`src/rtl/core/rppa_pkg.sv`:
```
package rppa_pkg;

    localparam int COUNT_BITS       = 16;
    localparam int SAMPLE_FRAC_BITS = 16;
    localparam int CHAN_BITS        = 8;
    localparam int NUM_CHANS        = 3;
    localparam int PIXEL_BITS       = 32;
    localparam int SAMPLE_BITS      = CHAN_BITS + SAMPLE_FRAC_BITS;

    // sample * 255 before and after dropping the fraction
    localparam int SCALE_PROD_BITS  = SAMPLE_BITS + CHAN_BITS;
    localparam int SCALED_BITS      = SCALE_PROD_BITS - SAMPLE_FRAC_BITS;
    // (n - 1) * old
    localparam int PROD_BITS        = COUNT_BITS + CHAN_BITS;
    localparam int NUM_BITS         = ((PROD_BITS > SCALED_BITS) ? PROD_BITS : SCALED_BITS) + 1;
    localparam int HI_BITS          = NUM_BITS - CHAN_BITS;

    localparam int DIV_STEPS_PER_STAGE = 2;
    localparam int DIV_STAGES          = CHAN_BITS / DIV_STEPS_PER_STAGE;

    localparam logic [CHAN_BITS-1:0]       CHAN_MAX   = 8'hFF;
    localparam logic [CHAN_BITS-1:0]       ALPHA_FULL = 8'hFF;
    localparam logic [SCALE_PROD_BITS-1:0] CHAN_SCALE = SCALE_PROD_BITS'(255);

    typedef struct packed {
        logic [PIXEL_BITS-1:0]                   old_pixel;
        logic [NUM_CHANS-1:0][SAMPLE_BITS-1:0]   sample;
        logic [COUNT_BITS-1:0]                   n;
    } in_item_t;

    typedef struct packed {
        logic [PROD_BITS-1:0]   prod;
        logic [SCALED_BITS-1:0] scaled;
    } chan_mul_t;

    typedef struct packed {
        chan_mul_t [NUM_CHANS-1:0] ch;
        logic [COUNT_BITS-1:0]     n;
    } mul_item_t;

    // rem: partial remainder, bits: unshifted dividend bits on top, quotient below
    typedef struct packed {
        logic                  sat;
        logic [COUNT_BITS-1:0] rem;
        logic [CHAN_BITS-1:0]  bits;
    } chan_div_t;

    typedef struct packed {
        chan_div_t [NUM_CHANS-1:0] ch;
        logic [COUNT_BITS-1:0]     n;
    } div_item_t;

endpackage

```
`src/rtl/core/rppa_pix_in_if.sv`:
```
interface rppa_pix_in_if;
    import rppa_pkg::*;

    logic                   valid;
    logic                   ready;
    logic [PIXEL_BITS-1:0]  old_pixel;
    logic [SAMPLE_BITS-1:0] sample_red;
    logic [SAMPLE_BITS-1:0] sample_green;
    logic [SAMPLE_BITS-1:0] sample_blue;
    logic [COUNT_BITS-1:0]  sample_number;

    modport source (output valid, old_pixel, sample_red, sample_green, sample_blue,
                    sample_number, input ready);
    modport sink   (input valid, old_pixel, sample_red, sample_green, sample_blue,
                    sample_number, output ready);
endinterface

```
`src/rtl/core/rppa_pix_out_if.sv`:
```
interface rppa_pix_out_if;
    import rppa_pkg::*;

    logic                  valid;
    logic                  ready;
    logic [PIXEL_BITS-1:0] new_pixel;

    modport source (output valid, new_pixel, input ready);
    modport sink   (input valid, new_pixel, output ready);
endinterface

```
`src/rtl/core/rppa_mul_stage.sv`:
```
// Stage 1: scale samples by 255 and form (n-1)*old per channel.
module rppa_mul_stage (
    input  logic                clk,
    input  logic                rst_n,
    input  logic                in_valid,
    output logic                in_ready,
    input  rppa_pkg::in_item_t  in_item,
    output logic                out_valid,
    input  logic                out_ready,
    output rppa_pkg::mul_item_t out_item
);
    import rppa_pkg::*;

    logic      valid_reg;
    mul_item_t item_reg;
    mul_item_t item_next;

    logic [COUNT_BITS-1:0]      n_eff;
    logic [COUNT_BITS-1:0]      n_m1;
    logic [SCALE_PROD_BITS-1:0] scale_prod [NUM_CHANS];

    always_comb
    begin
        n_eff = (in_item.n == '0) ? COUNT_BITS'(1) : in_item.n;
        n_m1  = n_eff - COUNT_BITS'(1);
        item_next.n = n_eff;
        for (int c = 0; c < NUM_CHANS; c++)
        begin
            scale_prod[c] = SCALE_PROD_BITS'(in_item.sample[c]) * CHAN_SCALE;
            item_next.ch[c].scaled = scale_prod[c][SCALE_PROD_BITS-1:SAMPLE_FRAC_BITS];
            item_next.ch[c].prod   = PROD_BITS'(n_m1)
                                   * PROD_BITS'(in_item.old_pixel[c*CHAN_BITS +: CHAN_BITS]);
        end
    end

    assign in_ready  = !valid_reg || out_ready;
    assign out_valid = valid_reg;
    assign out_item  = item_reg;

    always_ff @(posedge clk or negedge rst_n)
    begin
        if (!rst_n)
        begin
            valid_reg <= 1'b0;
        end
        else if (in_ready)
        begin
            valid_reg <= in_valid;
        end
    end

    always_ff @(posedge clk)
    begin
        if (in_ready && in_valid)
        begin
            item_reg <= item_next;
        end
    end
endmodule

```
`src/rtl/core/rppa_sum_stage.sv`:
```
// Stage 2: numerator sum, saturation check, divider setup.
module rppa_sum_stage (
    input  logic                clk,
    input  logic                rst_n,
    input  logic                in_valid,
    output logic                in_ready,
    input  rppa_pkg::mul_item_t in_item,
    output logic                out_valid,
    input  logic                out_ready,
    output rppa_pkg::div_item_t out_item
);
    import rppa_pkg::*;

    logic      valid_reg;
    div_item_t item_reg;
    div_item_t item_next;

    logic [NUM_BITS-1:0] num [NUM_CHANS];
    logic [HI_BITS-1:0]  hi  [NUM_CHANS];

    always_comb
    begin
        item_next.n = in_item.n;
        for (int c = 0; c < NUM_CHANS; c++)
        begin
            num[c] = NUM_BITS'(in_item.ch[c].prod) + NUM_BITS'(in_item.ch[c].scaled);
            hi[c]  = num[c][NUM_BITS-1:CHAN_BITS];
            // quotient of 256 or more saturates
            item_next.ch[c].sat  = (hi[c] >= HI_BITS'(in_item.n));
            item_next.ch[c].rem  = hi[c][COUNT_BITS-1:0];
            item_next.ch[c].bits = num[c][CHAN_BITS-1:0];
        end
    end

    assign in_ready  = !valid_reg || out_ready;
    assign out_valid = valid_reg;
    assign out_item  = item_reg;

    always_ff @(posedge clk or negedge rst_n)
    begin
        if (!rst_n)
        begin
            valid_reg <= 1'b0;
        end
        else if (in_ready)
        begin
            valid_reg <= in_valid;
        end
    end

    always_ff @(posedge clk)
    begin
        if (in_ready && in_valid)
        begin
            item_reg <= item_next;
        end
    end
endmodule

```
`src/rtl/core/rppa_div_stage.sv`:
```
// Restoring division, DIV_STEPS_PER_STAGE quotient bits per stage.
module rppa_div_stage (
    input  logic                clk,
    input  logic                rst_n,
    input  logic                in_valid,
    output logic                in_ready,
    input  rppa_pkg::div_item_t in_item,
    output logic                out_valid,
    input  logic                out_ready,
    output rppa_pkg::div_item_t out_item
);
    import rppa_pkg::*;

    logic      valid_reg;
    div_item_t item_reg;
    div_item_t item_next;

    function automatic chan_div_t div_step(chan_div_t c, logic [COUNT_BITS-1:0] n);
        logic [COUNT_BITS:0] trial;
        logic                q;
        chan_div_t           r;
        trial = {c.rem, c.bits[CHAN_BITS-1]};
        q     = (trial >= {1'b0, n});
        r.sat = c.sat;
        r.rem = q ? COUNT_BITS'(trial - {1'b0, n}) : trial[COUNT_BITS-1:0];
        r.bits = {c.bits[CHAN_BITS-2:0], q};
        return r;
    endfunction

    always_comb
    begin
        item_next = in_item;
        for (int c = 0; c < NUM_CHANS; c++)
        begin
            for (int s = 0; s < DIV_STEPS_PER_STAGE; s++)
            begin
                item_next.ch[c] = div_step(item_next.ch[c], in_item.n);
            end
        end
    end

    assign in_ready  = !valid_reg || out_ready;
    assign out_valid = valid_reg;
    assign out_item  = item_reg;

    always_ff @(posedge clk or negedge rst_n)
    begin
        if (!rst_n)
        begin
            valid_reg <= 1'b0;
        end
        else if (in_ready)
        begin
            valid_reg <= in_valid;
        end
    end

    always_ff @(posedge clk)
    begin
        if (in_ready && in_valid)
        begin
            item_reg <= item_next;
        end
    end
endmodule

```
`src/rtl/core/rgb8_progressive_pixel_average_top.sv`:
```
// Progressive RGB8 pixel average: each transaction on pix_in folds one Q8.16 sample
// (scaled to floor(x*255)) into the old packed pixel as floor(((n-1)*old + s)/n)
// per channel, saturated to 255, and returns the repacked pixel with alpha 0xFF on
// pix_out. A sample number of 0 counts as 1. Throughput is one pixel per clock while
// pix_out is not stalled. The pipeline holds 2 + DIV_STAGES = 6 register stages: the
// multiply stage, the sum/saturation stage and the four divider stages of two
// quotient bits each. An accepted pixel moves through these registers in order,
// and the last divider register drives pix_out. Each stage has its own valid bit and a
// stalled output only backs up the stages behind it, so pix_in.ready stays high
// while any stage has room.
module rgb8_progressive_pixel_average_top (
    input  logic          clk,
    input  logic          rst_n,
    rppa_pix_in_if.sink   pix_in,
    rppa_pix_out_if.source pix_out
);
    import rppa_pkg::*;

    in_item_t  in_item;
    mul_item_t mul_item;
    logic      mul_valid;
    logic      mul_ready;

    // divider chain: index 0 is the sum stage output
    div_item_t div_item  [DIV_STAGES+1];
    logic      div_valid [DIV_STAGES+1];
    logic      div_ready [DIV_STAGES+1];

    div_item_t                 last;
    logic [CHAN_BITS-1:0]      chan_out [NUM_CHANS];

    always_comb
    begin
        in_item.old_pixel = pix_in.old_pixel;
        in_item.sample[0] = pix_in.sample_red;
        in_item.sample[1] = pix_in.sample_green;
        in_item.sample[2] = pix_in.sample_blue;
        in_item.n         = pix_in.sample_number;
    end

    rppa_mul_stage u_mul (
        .clk       (clk),
        .rst_n     (rst_n),
        .in_valid  (pix_in.valid),
        .in_ready  (pix_in.ready),
        .in_item   (in_item),
        .out_valid (mul_valid),
        .out_ready (mul_ready),
        .out_item  (mul_item)
    );

    rppa_sum_stage u_sum (
        .clk       (clk),
        .rst_n     (rst_n),
        .in_valid  (mul_valid),
        .in_ready  (mul_ready),
        .in_item   (mul_item),
        .out_valid (div_valid[0]),
        .out_ready (div_ready[0]),
        .out_item  (div_item[0])
    );

    for (genvar k = 0; k < DIV_STAGES; k++)
    begin : g_div
        rppa_div_stage u_div (
            .clk       (clk),
            .rst_n     (rst_n),
            .in_valid  (div_valid[k]),
            .in_ready  (div_ready[k]),
            .in_item   (div_item[k]),
            .out_valid (div_valid[k+1]),
            .out_ready (div_ready[k+1]),
            .out_item  (div_item[k+1])
        );
    end

    // last divider register is the output register
    assign last                  = div_item[DIV_STAGES];
    assign pix_out.valid         = div_valid[DIV_STAGES];
    assign div_ready[DIV_STAGES] = pix_out.ready;

    always_comb
    begin
        for (int c = 0; c < NUM_CHANS; c++)
        begin
            chan_out[c] = last.ch[c].sat ? CHAN_MAX : last.ch[c].bits;
        end
    end

    assign pix_out.new_pixel = {ALPHA_FULL, chan_out[2], chan_out[1], chan_out[0]};

`ifndef NO_ASSERTIONS
    logic [DIV_STAGES+1:0] occ;
    logic                  in_acc;
    logic                  out_acc;

    always_comb
    begin
        occ[0] = mul_valid;
        for (int k = 0; k <= DIV_STAGES; k++)
        begin
            occ[k+1] = div_valid[k];
        end
    end

    assign in_acc  = pix_in.valid && pix_in.ready;
    assign out_acc = pix_out.valid && pix_out.ready;

    // no transaction lost or duplicated inside the pipeline
    a_occupancy: assert property (@(posedge clk) disable iff (!rst_n)
        1'b1 |=> $countones(occ) ==
                 $past($countones(occ)) + int'($past(in_acc)) - int'($past(out_acc)))
        else $error("pipeline occupancy mismatch");

    // an empty first stage always takes a transaction
    a_ready_free: assert property (@(posedge clk) disable iff (!rst_n)
        !mul_valid |-> pix_in.ready)
        else $error("input stalled with first stage empty");

    // zero sample number is remapped to one before the divider
    a_divisor_nonzero: assert property (@(posedge clk) disable iff (!rst_n)
        pix_out.valid |-> last.n != '0)
        else $error("zero divisor reached output");
`endif
endmodule
```
`src/flat_wrapper.sv`:
```
// flat-port wrapper written by rule: the top's interface ports become plain ports
module rgb8_progressive_pixel_average_top_flat import rppa_pkg::*;
  (clk, rst_n, pix_in_valid, pix_in_old_pixel, pix_in_sample_red, pix_in_sample_green, pix_in_sample_blue, pix_in_sample_number, pix_in_ready, pix_out_valid, pix_out_new_pixel, pix_out_ready);
  rppa_pix_in_if pix_in_i ();
  rppa_pix_out_if pix_out_i ();
  input  logic clk;
  input  logic rst_n;
  input wire logic [$bits(pix_in_i.valid)-1:0] pix_in_valid;
  input wire logic [$bits(pix_in_i.old_pixel)-1:0] pix_in_old_pixel;
  input wire logic [$bits(pix_in_i.sample_red)-1:0] pix_in_sample_red;
  input wire logic [$bits(pix_in_i.sample_green)-1:0] pix_in_sample_green;
  input wire logic [$bits(pix_in_i.sample_blue)-1:0] pix_in_sample_blue;
  input wire logic [$bits(pix_in_i.sample_number)-1:0] pix_in_sample_number;
  output wire logic [$bits(pix_in_i.ready)-1:0] pix_in_ready;
  output wire logic [$bits(pix_out_i.valid)-1:0] pix_out_valid;
  output wire logic [$bits(pix_out_i.new_pixel)-1:0] pix_out_new_pixel;
  input wire logic [$bits(pix_out_i.ready)-1:0] pix_out_ready;
  assign pix_in_i.valid = pix_in_valid;
  assign pix_in_i.old_pixel = pix_in_old_pixel;
  assign pix_in_i.sample_red = pix_in_sample_red;
  assign pix_in_i.sample_green = pix_in_sample_green;
  assign pix_in_i.sample_blue = pix_in_sample_blue;
  assign pix_in_i.sample_number = pix_in_sample_number;
  assign pix_in_ready = pix_in_i.ready;
  assign pix_out_valid = pix_out_i.valid;
  assign pix_out_new_pixel = pix_out_i.new_pixel;
  assign pix_out_i.ready = pix_out_ready;
  rgb8_progressive_pixel_average_top u_core (.clk(clk), .rst_n(rst_n), .pix_in(pix_in_i), .pix_out(pix_out_i));
endmodule
```
`config.mk`:
```
export PLATFORM = sky130hd
export DESIGN_NAME = rgb8_progressive_pixel_average_top_flat
export DESIGN_NICKNAME = d
export VERILOG_FILES = /design/src/rtl/core/rppa_pkg.sv /design/src/rtl/core/rppa_pix_in_if.sv /design/src/rtl/core/rppa_pix_out_if.sv /design/src/rtl/core/rppa_mul_stage.sv /design/src/rtl/core/rppa_sum_stage.sv /design/src/rtl/core/rppa_div_stage.sv /design/src/rtl/core/rgb8_progressive_pixel_average_top.sv /design/src/flat_wrapper.sv
export SDC_FILE = /design/constraint.sdc
export NUM_CORES = 2
export LEC_CHECK = 0
export BUFFER_PORTS_ARGS = -buffer_cell sky130_fd_sc_hd__buf_4
export CELL_PAD_IN_SITES_DETAIL_PLACEMENT = 1
export CELL_PAD_IN_SITES_GLOBAL_PLACEMENT = 2
export CORE_UTILIZATION = 47
export CTS_CLUSTER_DIAMETER = 50
export DETAILED_ROUTE_END_ITERATION = 16
export GPL_TIMING_DRIVEN = 0
export PLACE_DENSITY_LB_ADDON = 0.1
export RECOVER_POWER = 25
export SYNTH_ARGS = -nofsm -noshare
export SYNTH_HDL_FRONTEND = slang
export SYNTH_SLANG_ARGS = --single-unit
export TNS_END_PERCENT = 10
```
`constraint.sdc`:
```
create_clock -name clk -period 14.4 [get_ports clk]
set_clock_uncertainty 0.2 [all_clocks]
set_input_delay 1.44 -clock clk [delete_from_list [all_inputs] [get_ports clk]]
set_output_delay 1.44 -clock clk [all_outputs]
set_load 0.02 [all_outputs]
```
=== Word level (Yosys, flattened, before mapping) ===
Index checks and enable logic that the tools add are counted.

* Add/sub/neg operators: 25
* $mul: 6
* Order comparisons: 27
* Muxes and demuxes: 25
* Reduce and logical (&&, ||, !) cells: 19

{| class="wikitable"
|+ Operators with widths
! kind !! count
|-
| >= comparator 17 x 16 -> 1 bit || 27
|-
| 2-to-1 mux 16 bit || 22
|-
| subtractor 16 bit || 21
|-
| multiplier 24 x 8 -> 32 bit (second input constant) || 3
|-
| adder 24 x 16 -> 25 bit || 3
|-
| multiplier 16 x 8 -> 24 bit || 3
|-
| 2-to-1 mux 8 bit || 3
|-
| zero test 16 bit || 1
|-
| subtractor 16 x 1 -> 16 bit (second input constant) || 1
|-
| logical AND 1 bit || 6
|-
| zero test 1 bit || 6
|-
| logical OR 1 bit || 6
|}

* Register bits: 533
* Output and inout bits: 34
* Logic and storage cells: 161

=== Logic depth before layout (Yosys ltp) ===
* Depth in word-level cells: 8
* Mapped depth: 28

=== Modules after synthesis ===
Synthesis repeated with hierarchy kept, for this count alone.

* Cells, all modules: 6771
* Area, all modules: 68854.8 µm²

{| class="wikitable"
|+ Modules (own cells, without submodules)
! module !! instances !! cells each !! area each (µm²) !! sequential area each (µm²)
|-
| rppa_mul_stage || 1 || 2748 || 28315.9 || 4108.9
|-
| rppa_div_stage (u_core.g_div[0].u_div ...) || 3 || 825 || 8339.2 || 2757.6
|-
| rppa_div_stage (u_core.g_div[1].u_div) || 1 || 846 || 8371.8 || 2757.6
|-
| rppa_sum_stage || 1 || 669 || 6935.4 || 2757.6
|-
| rgb8_progressive_pixel_average_top || 1 || 33 || 214.0 || 0.0
|}

=== Least setup slack after synthesis ===
No wires, ideal clock.

* Kind: input port to flip-flop
* Start point: input pix_in_sample_number[6]
* End point: register u_core.u_mul.item_reg, in the netlist u_core.u_mul.out_item[55] (data pin)
* Library setup time: 0.260 ns
* Arrival: 7.722 ns
* Required time: 13.940 ns
* Path slack: 6.218 ns
* Stages: 27
* Buffers on the path: 2
* Cell sequence: or4_1 nor3_1 a21oi_1 clkbuf_1 ha_1 nor3b_1 nand2b_1 or4_1 xnor2_1 clkbuf_1 nand2_1 fa_1 inv_1 fa_1 fa_1 inv_1 fa_1 inv_1 ha_1 nand3_1 a211oi_1 nor2_1 a2111oi_0 or3_1 a31o_2 a21oi_1 xnor2_1

{| class="wikitable"
|+ RTL lines
! element !! line !! RTL
|-
| start, declared || flat_wrapper.sv:13 || <nowiki>input wire logic [$bits(pix_in_i.sample_number)-1:0] pix_in_sample_number;</nowiki>
|-
| end signal, assigned || rppa_mul_stage.sv:56 || <nowiki>item_reg <= item_next;</nowiki>
|-
| end, declared || rppa_mul_stage.sv:15 || <nowiki>mul_item_t item_reg;</nowiki>
|}

==> flow_summary.yaml <==
run_status:
  outcome: "finished, violations left"
  violations: "max-capacitance violations, max-slew violations"
setup_path:
  r2r_slack_ps: 6350
  critPathBufInv: 6
  cp-end-kind: "flop"
  crit_family: "adder cells"
  crit_type: "input pin to flop"
  crit_path_max_incr_delay_ps: 1030
  cp-start-kind: "input pin"
  rr_worst_depth: 25
  path_common_cell: "fa_1"
  slowest_stage: "a21oi_1"
  timing.rr.start: "u_core.g_div[0].u_div.out_item[1]$_DFFE_PP_"
  required_ps: 14590
  cp.arrival_ps: 11130
  r2r_end: "u_core.g_div[1].u_div.out_item[32]$_DFFE_PP_"
  critical_path.max_fanout: 10
route:
  drt_first_pass_iters: 5
  ant_nets: 0
  num_vias: 45900
  drt_iter0_drc: 2010
  detail_route.vias_per_cell: 5.49
  routed_wl_mm: 173
  drc: 0
  post_drt_wl_per_cell_um: 20.7
synth:
  synth_area_um2: 63100
  yosys.area.top_type_share_pct: 25.1
  synth_top_cell_by_area: "edfxtp_1"
  synthTopCellsByArea: "edfxtp_1, fa_1, ha_1, inv_1, xnor2_1"
  ys.flop_type: "edfxtp_1"
  synth-edff-count: 527
  ys_warn_count: 0
  synth_cells: 6294
  synth-seq-area-share_pct: 25.3
  synth.avg_cell_area_um2: 10.0
  synth_cell_types: 94
  ys_ff_latch: 533
  async_flop_share_pct: 1.13
cells_and_area:
  regArea_um2: 16000
  finalCoreUtilization_pct: 52.0
  fillCellCount: 14900
  area_growth_pct: 9.85
  nNetsFinal: 8021
  drive_gt1_share_pct: 8.45
  multi_input_area_um2: 43100
clock_network:
  cts_root_buf: "clkbuf_16"
  clockBufferDepth: 3
  cts_max_level: 3
  hold_buffers: 0
  clock_sinks: 533
  clkLatencyLatePin_ps: 660
  clk_pin_slew_ps: 60
  post_cts_buffers: 0
  cts_buffers: 79
  cts.repair.resized: 0
  cts_tree: "built"
die:
  ios: 158
  dieHeight_um: 369
  die_area_um2: 136000
  initial_core_util_pct: 47.4
  die_w_um: 369
  rows: 134
  core_um2: 133000
sta:
  tightest_slew_ps: 2100
  rsz0062_at_grt: "false"
  period_share_pct: 76.0
  hold_violations: 0
  setup_viol: 0
  drv_slew: 66
  slew_headroom_pct: -40.6
  fin_crit_ps: 10940
  max_freq_ghz: 0.0914
  setup_tns_ps: 0
global_routing:
  grt_usage_pct: 26.0
  grt_max_degree: 74
  grt_overflow: 0
  grt_pass1_wl_mm: 278
  antenna_found_initial: 2
  grt_pass1_vias: 50000
min_path:
  holdCritStartpoint: "u_core.g_div[0].u_div.out_item[41]$_DFFE_PP_"
  hold_class: "flop to flop"
  hold-path-cell-count: 0
  hold_end: "u_core.g_div[1].u_div.out_item[43]$_DFFE_PP_"
placement:
  portBuffers: 141
  place.detailed.hpwl_mm: 145
  finalWeightedCongestion: 0.904
flow_run:
  max-cap-violations: 3
## layer usage
| layer | GRT usage [%] | share of wire (%) | vias up |
|---|---|---|---|
| met3 | 2.37 | 2.7 | 264 |
| met1 | 33.4 | 44 | 22900 |
| met4 | 8.72 | 3.7 | 0 |
| met5 | 0 | 0 | - |
| li1 | - | - | 22100 |
| met2 | 45.9 | 49 | 653 |
## placed cells by master, fill, tap and decap left out, types with 45 or more instances in the layout
master,n
a21o_1,138
a21oi_1,332
a31oi_1,45
and2_1,224
buf_4,138
clkbuf_1,111
clkbuf_16,80
edfxtp_1,527
fa_1,603
ha_1,763
inv_1,930
mux2_2,169
nand2_1,328
nand2b_1,56
nand3_1,96
nand4_1,74
nor2_1,321
nor2b_1,166
nor3_1,110
o21a_1,74
o21ai_0,221
or2_2,47
xnor2_1,297
xor2_1,112
## layout make-up
cell class / count / area share, %
antenna: 1 / 0.00361
buffer: 120 / 0.799
clock buffer: 85 / 2.91
clock inverter: 60 / 1.12
inverter: 933 / 5.05
multi-input combinational: 4715 / 62.2
sequential: 533 / 23.0
tap: 1768 / 3.19
timing repair buffer: 149 / 1.70
## through the flow
step	instances	area, um^2	hold slack, ps	worst slack (ps)
final	8364	69400	202	3460
after global routing	8363	69400	209	2980
after CTS	8363	69500	196	3780
after detailed placement	8218	66700	205	3110
after global placement	8210	66400	204	3230
after floorplan	6301	63200	200	6220
## worst register-to-register path: stages (launching register included)
cell and delay, ps:
edfxtp_1 740, inv_1 500, ha_1 440, nor2b_1 130
o21ai_1 150, a21boi_1 110, o21a_1 180, o21ai_0 380
a21oi_1 120, o21ai_1 690, clkbuf_1 540, nor2_1 80
a21oi_1 370, inv_1 90, ha_1 300, nor2b_1 130
o21ai_0 110, a21boi_0 260, o21ai_0 180, a21oi_1 280
o21ai_0 220, a311oi_1 340, inv_1 70, o211ai_1 390
buf_2 410, mux2_2 380
## cells by family after synthesis
| group | Yosys count | share of synthesized area (%) |
|---|---|---|
| flops | 533 | 25.3 |
| compound gates | 1136 | 11.6 |
| mux | 225 | 4.00 |
| fa+ha+maj | 1366 | 34.2 |
| buf+inv | 1053 | 6.42 |
| simple gates | 1571 | 12.8 |
| other cells | 1 | 0.00594 |
| xor+xnor | 409 | 5.67 |
## worst max-delay path by stage
stage | to | from | cells after the start
5_1_grt | u_core.u_mul.out_item[55]$_DFFE_PP_ | pix_in_sample_number[10] | 28
3_3_place_gp | u_core.u_mul.out_item[55]$_DFFE_PP_ | pix_in_sample_number[8] | 28
3_5_place_dp | u_core.u_mul.out_item[55]$_DFFE_PP_ | pix_in_sample_number[9] | 28
6_report | u_core.u_mul.out_item[55]$_DFFE_PP_ | pix_in_sample_number[9] | 28
2_1_floorplan | u_core.u_mul.out_item[55]$_DFFE_PP_ | pix_in_sample_number[6] | 27
4_1_cts | u_core.u_mul.out_item[55]$_DFFE_PP_ | pix_in_sample_number[9] | 28
## Yosys cell counts, types with 16 or more instances
| library cell | number |
|---|---|
| or2_2 | 47 |
| or3_1 | 33 |
| fa_1 | 603 |
| inv_1 | 930 |
| mux2i_1 | 29 |
| xnor2_1 | 297 |
| nor2_1 | 321 |
| clkbuf_1 | 89 |
| a21oi_1 | 332 |
| a211oi_1 | 41 |
| mux2_2 | 169 |
| nand3_1 | 96 |
| nand4_1 | 74 |
| and2_1 | 228 |
| xor2_1 | 112 |
| a21o_1 | 138 |
| a31oi_1 | 45 |
| o2111ai_1 | 16 |
| ha_1 | 763 |
| nor3_1 | 110 |
| o21a_1 | 74 |
| o21ai_0 | 221 |
| nor4_1 | 18 |
| a21boi_0 | 17 |
| nor2b_1 | 166 |
| mux2_1 | 20 |
| o21ai_1 | 20 |
| o211ai_1 | 28 |
| nand2b_1 | 56 |
| edfxtp_1 | 527 |
| o21bai_1 | 43 |
| and3_1 | 36 |
| o31ai_1 | 23 |
| nand2_1 | 328 |
## state kept, by name (all words and copies together) (netlist names)
| signal | cells |
|---|---|
| u_core.g_div.u_div.out_item | 300 |
| u_core.u_mul.out_valid | 1 |
| u_core.u_sum.out_valid | 1 |
| u_core.g_div.u_div.out_valid | 4 |
| u_core.u_sum.out_item | 91 |
| u_core.u_mul.out_item | 136 |
Power is not shown: default switching activity piles up to over one toggle a cycle in this logic, so the estimate is an artifact.
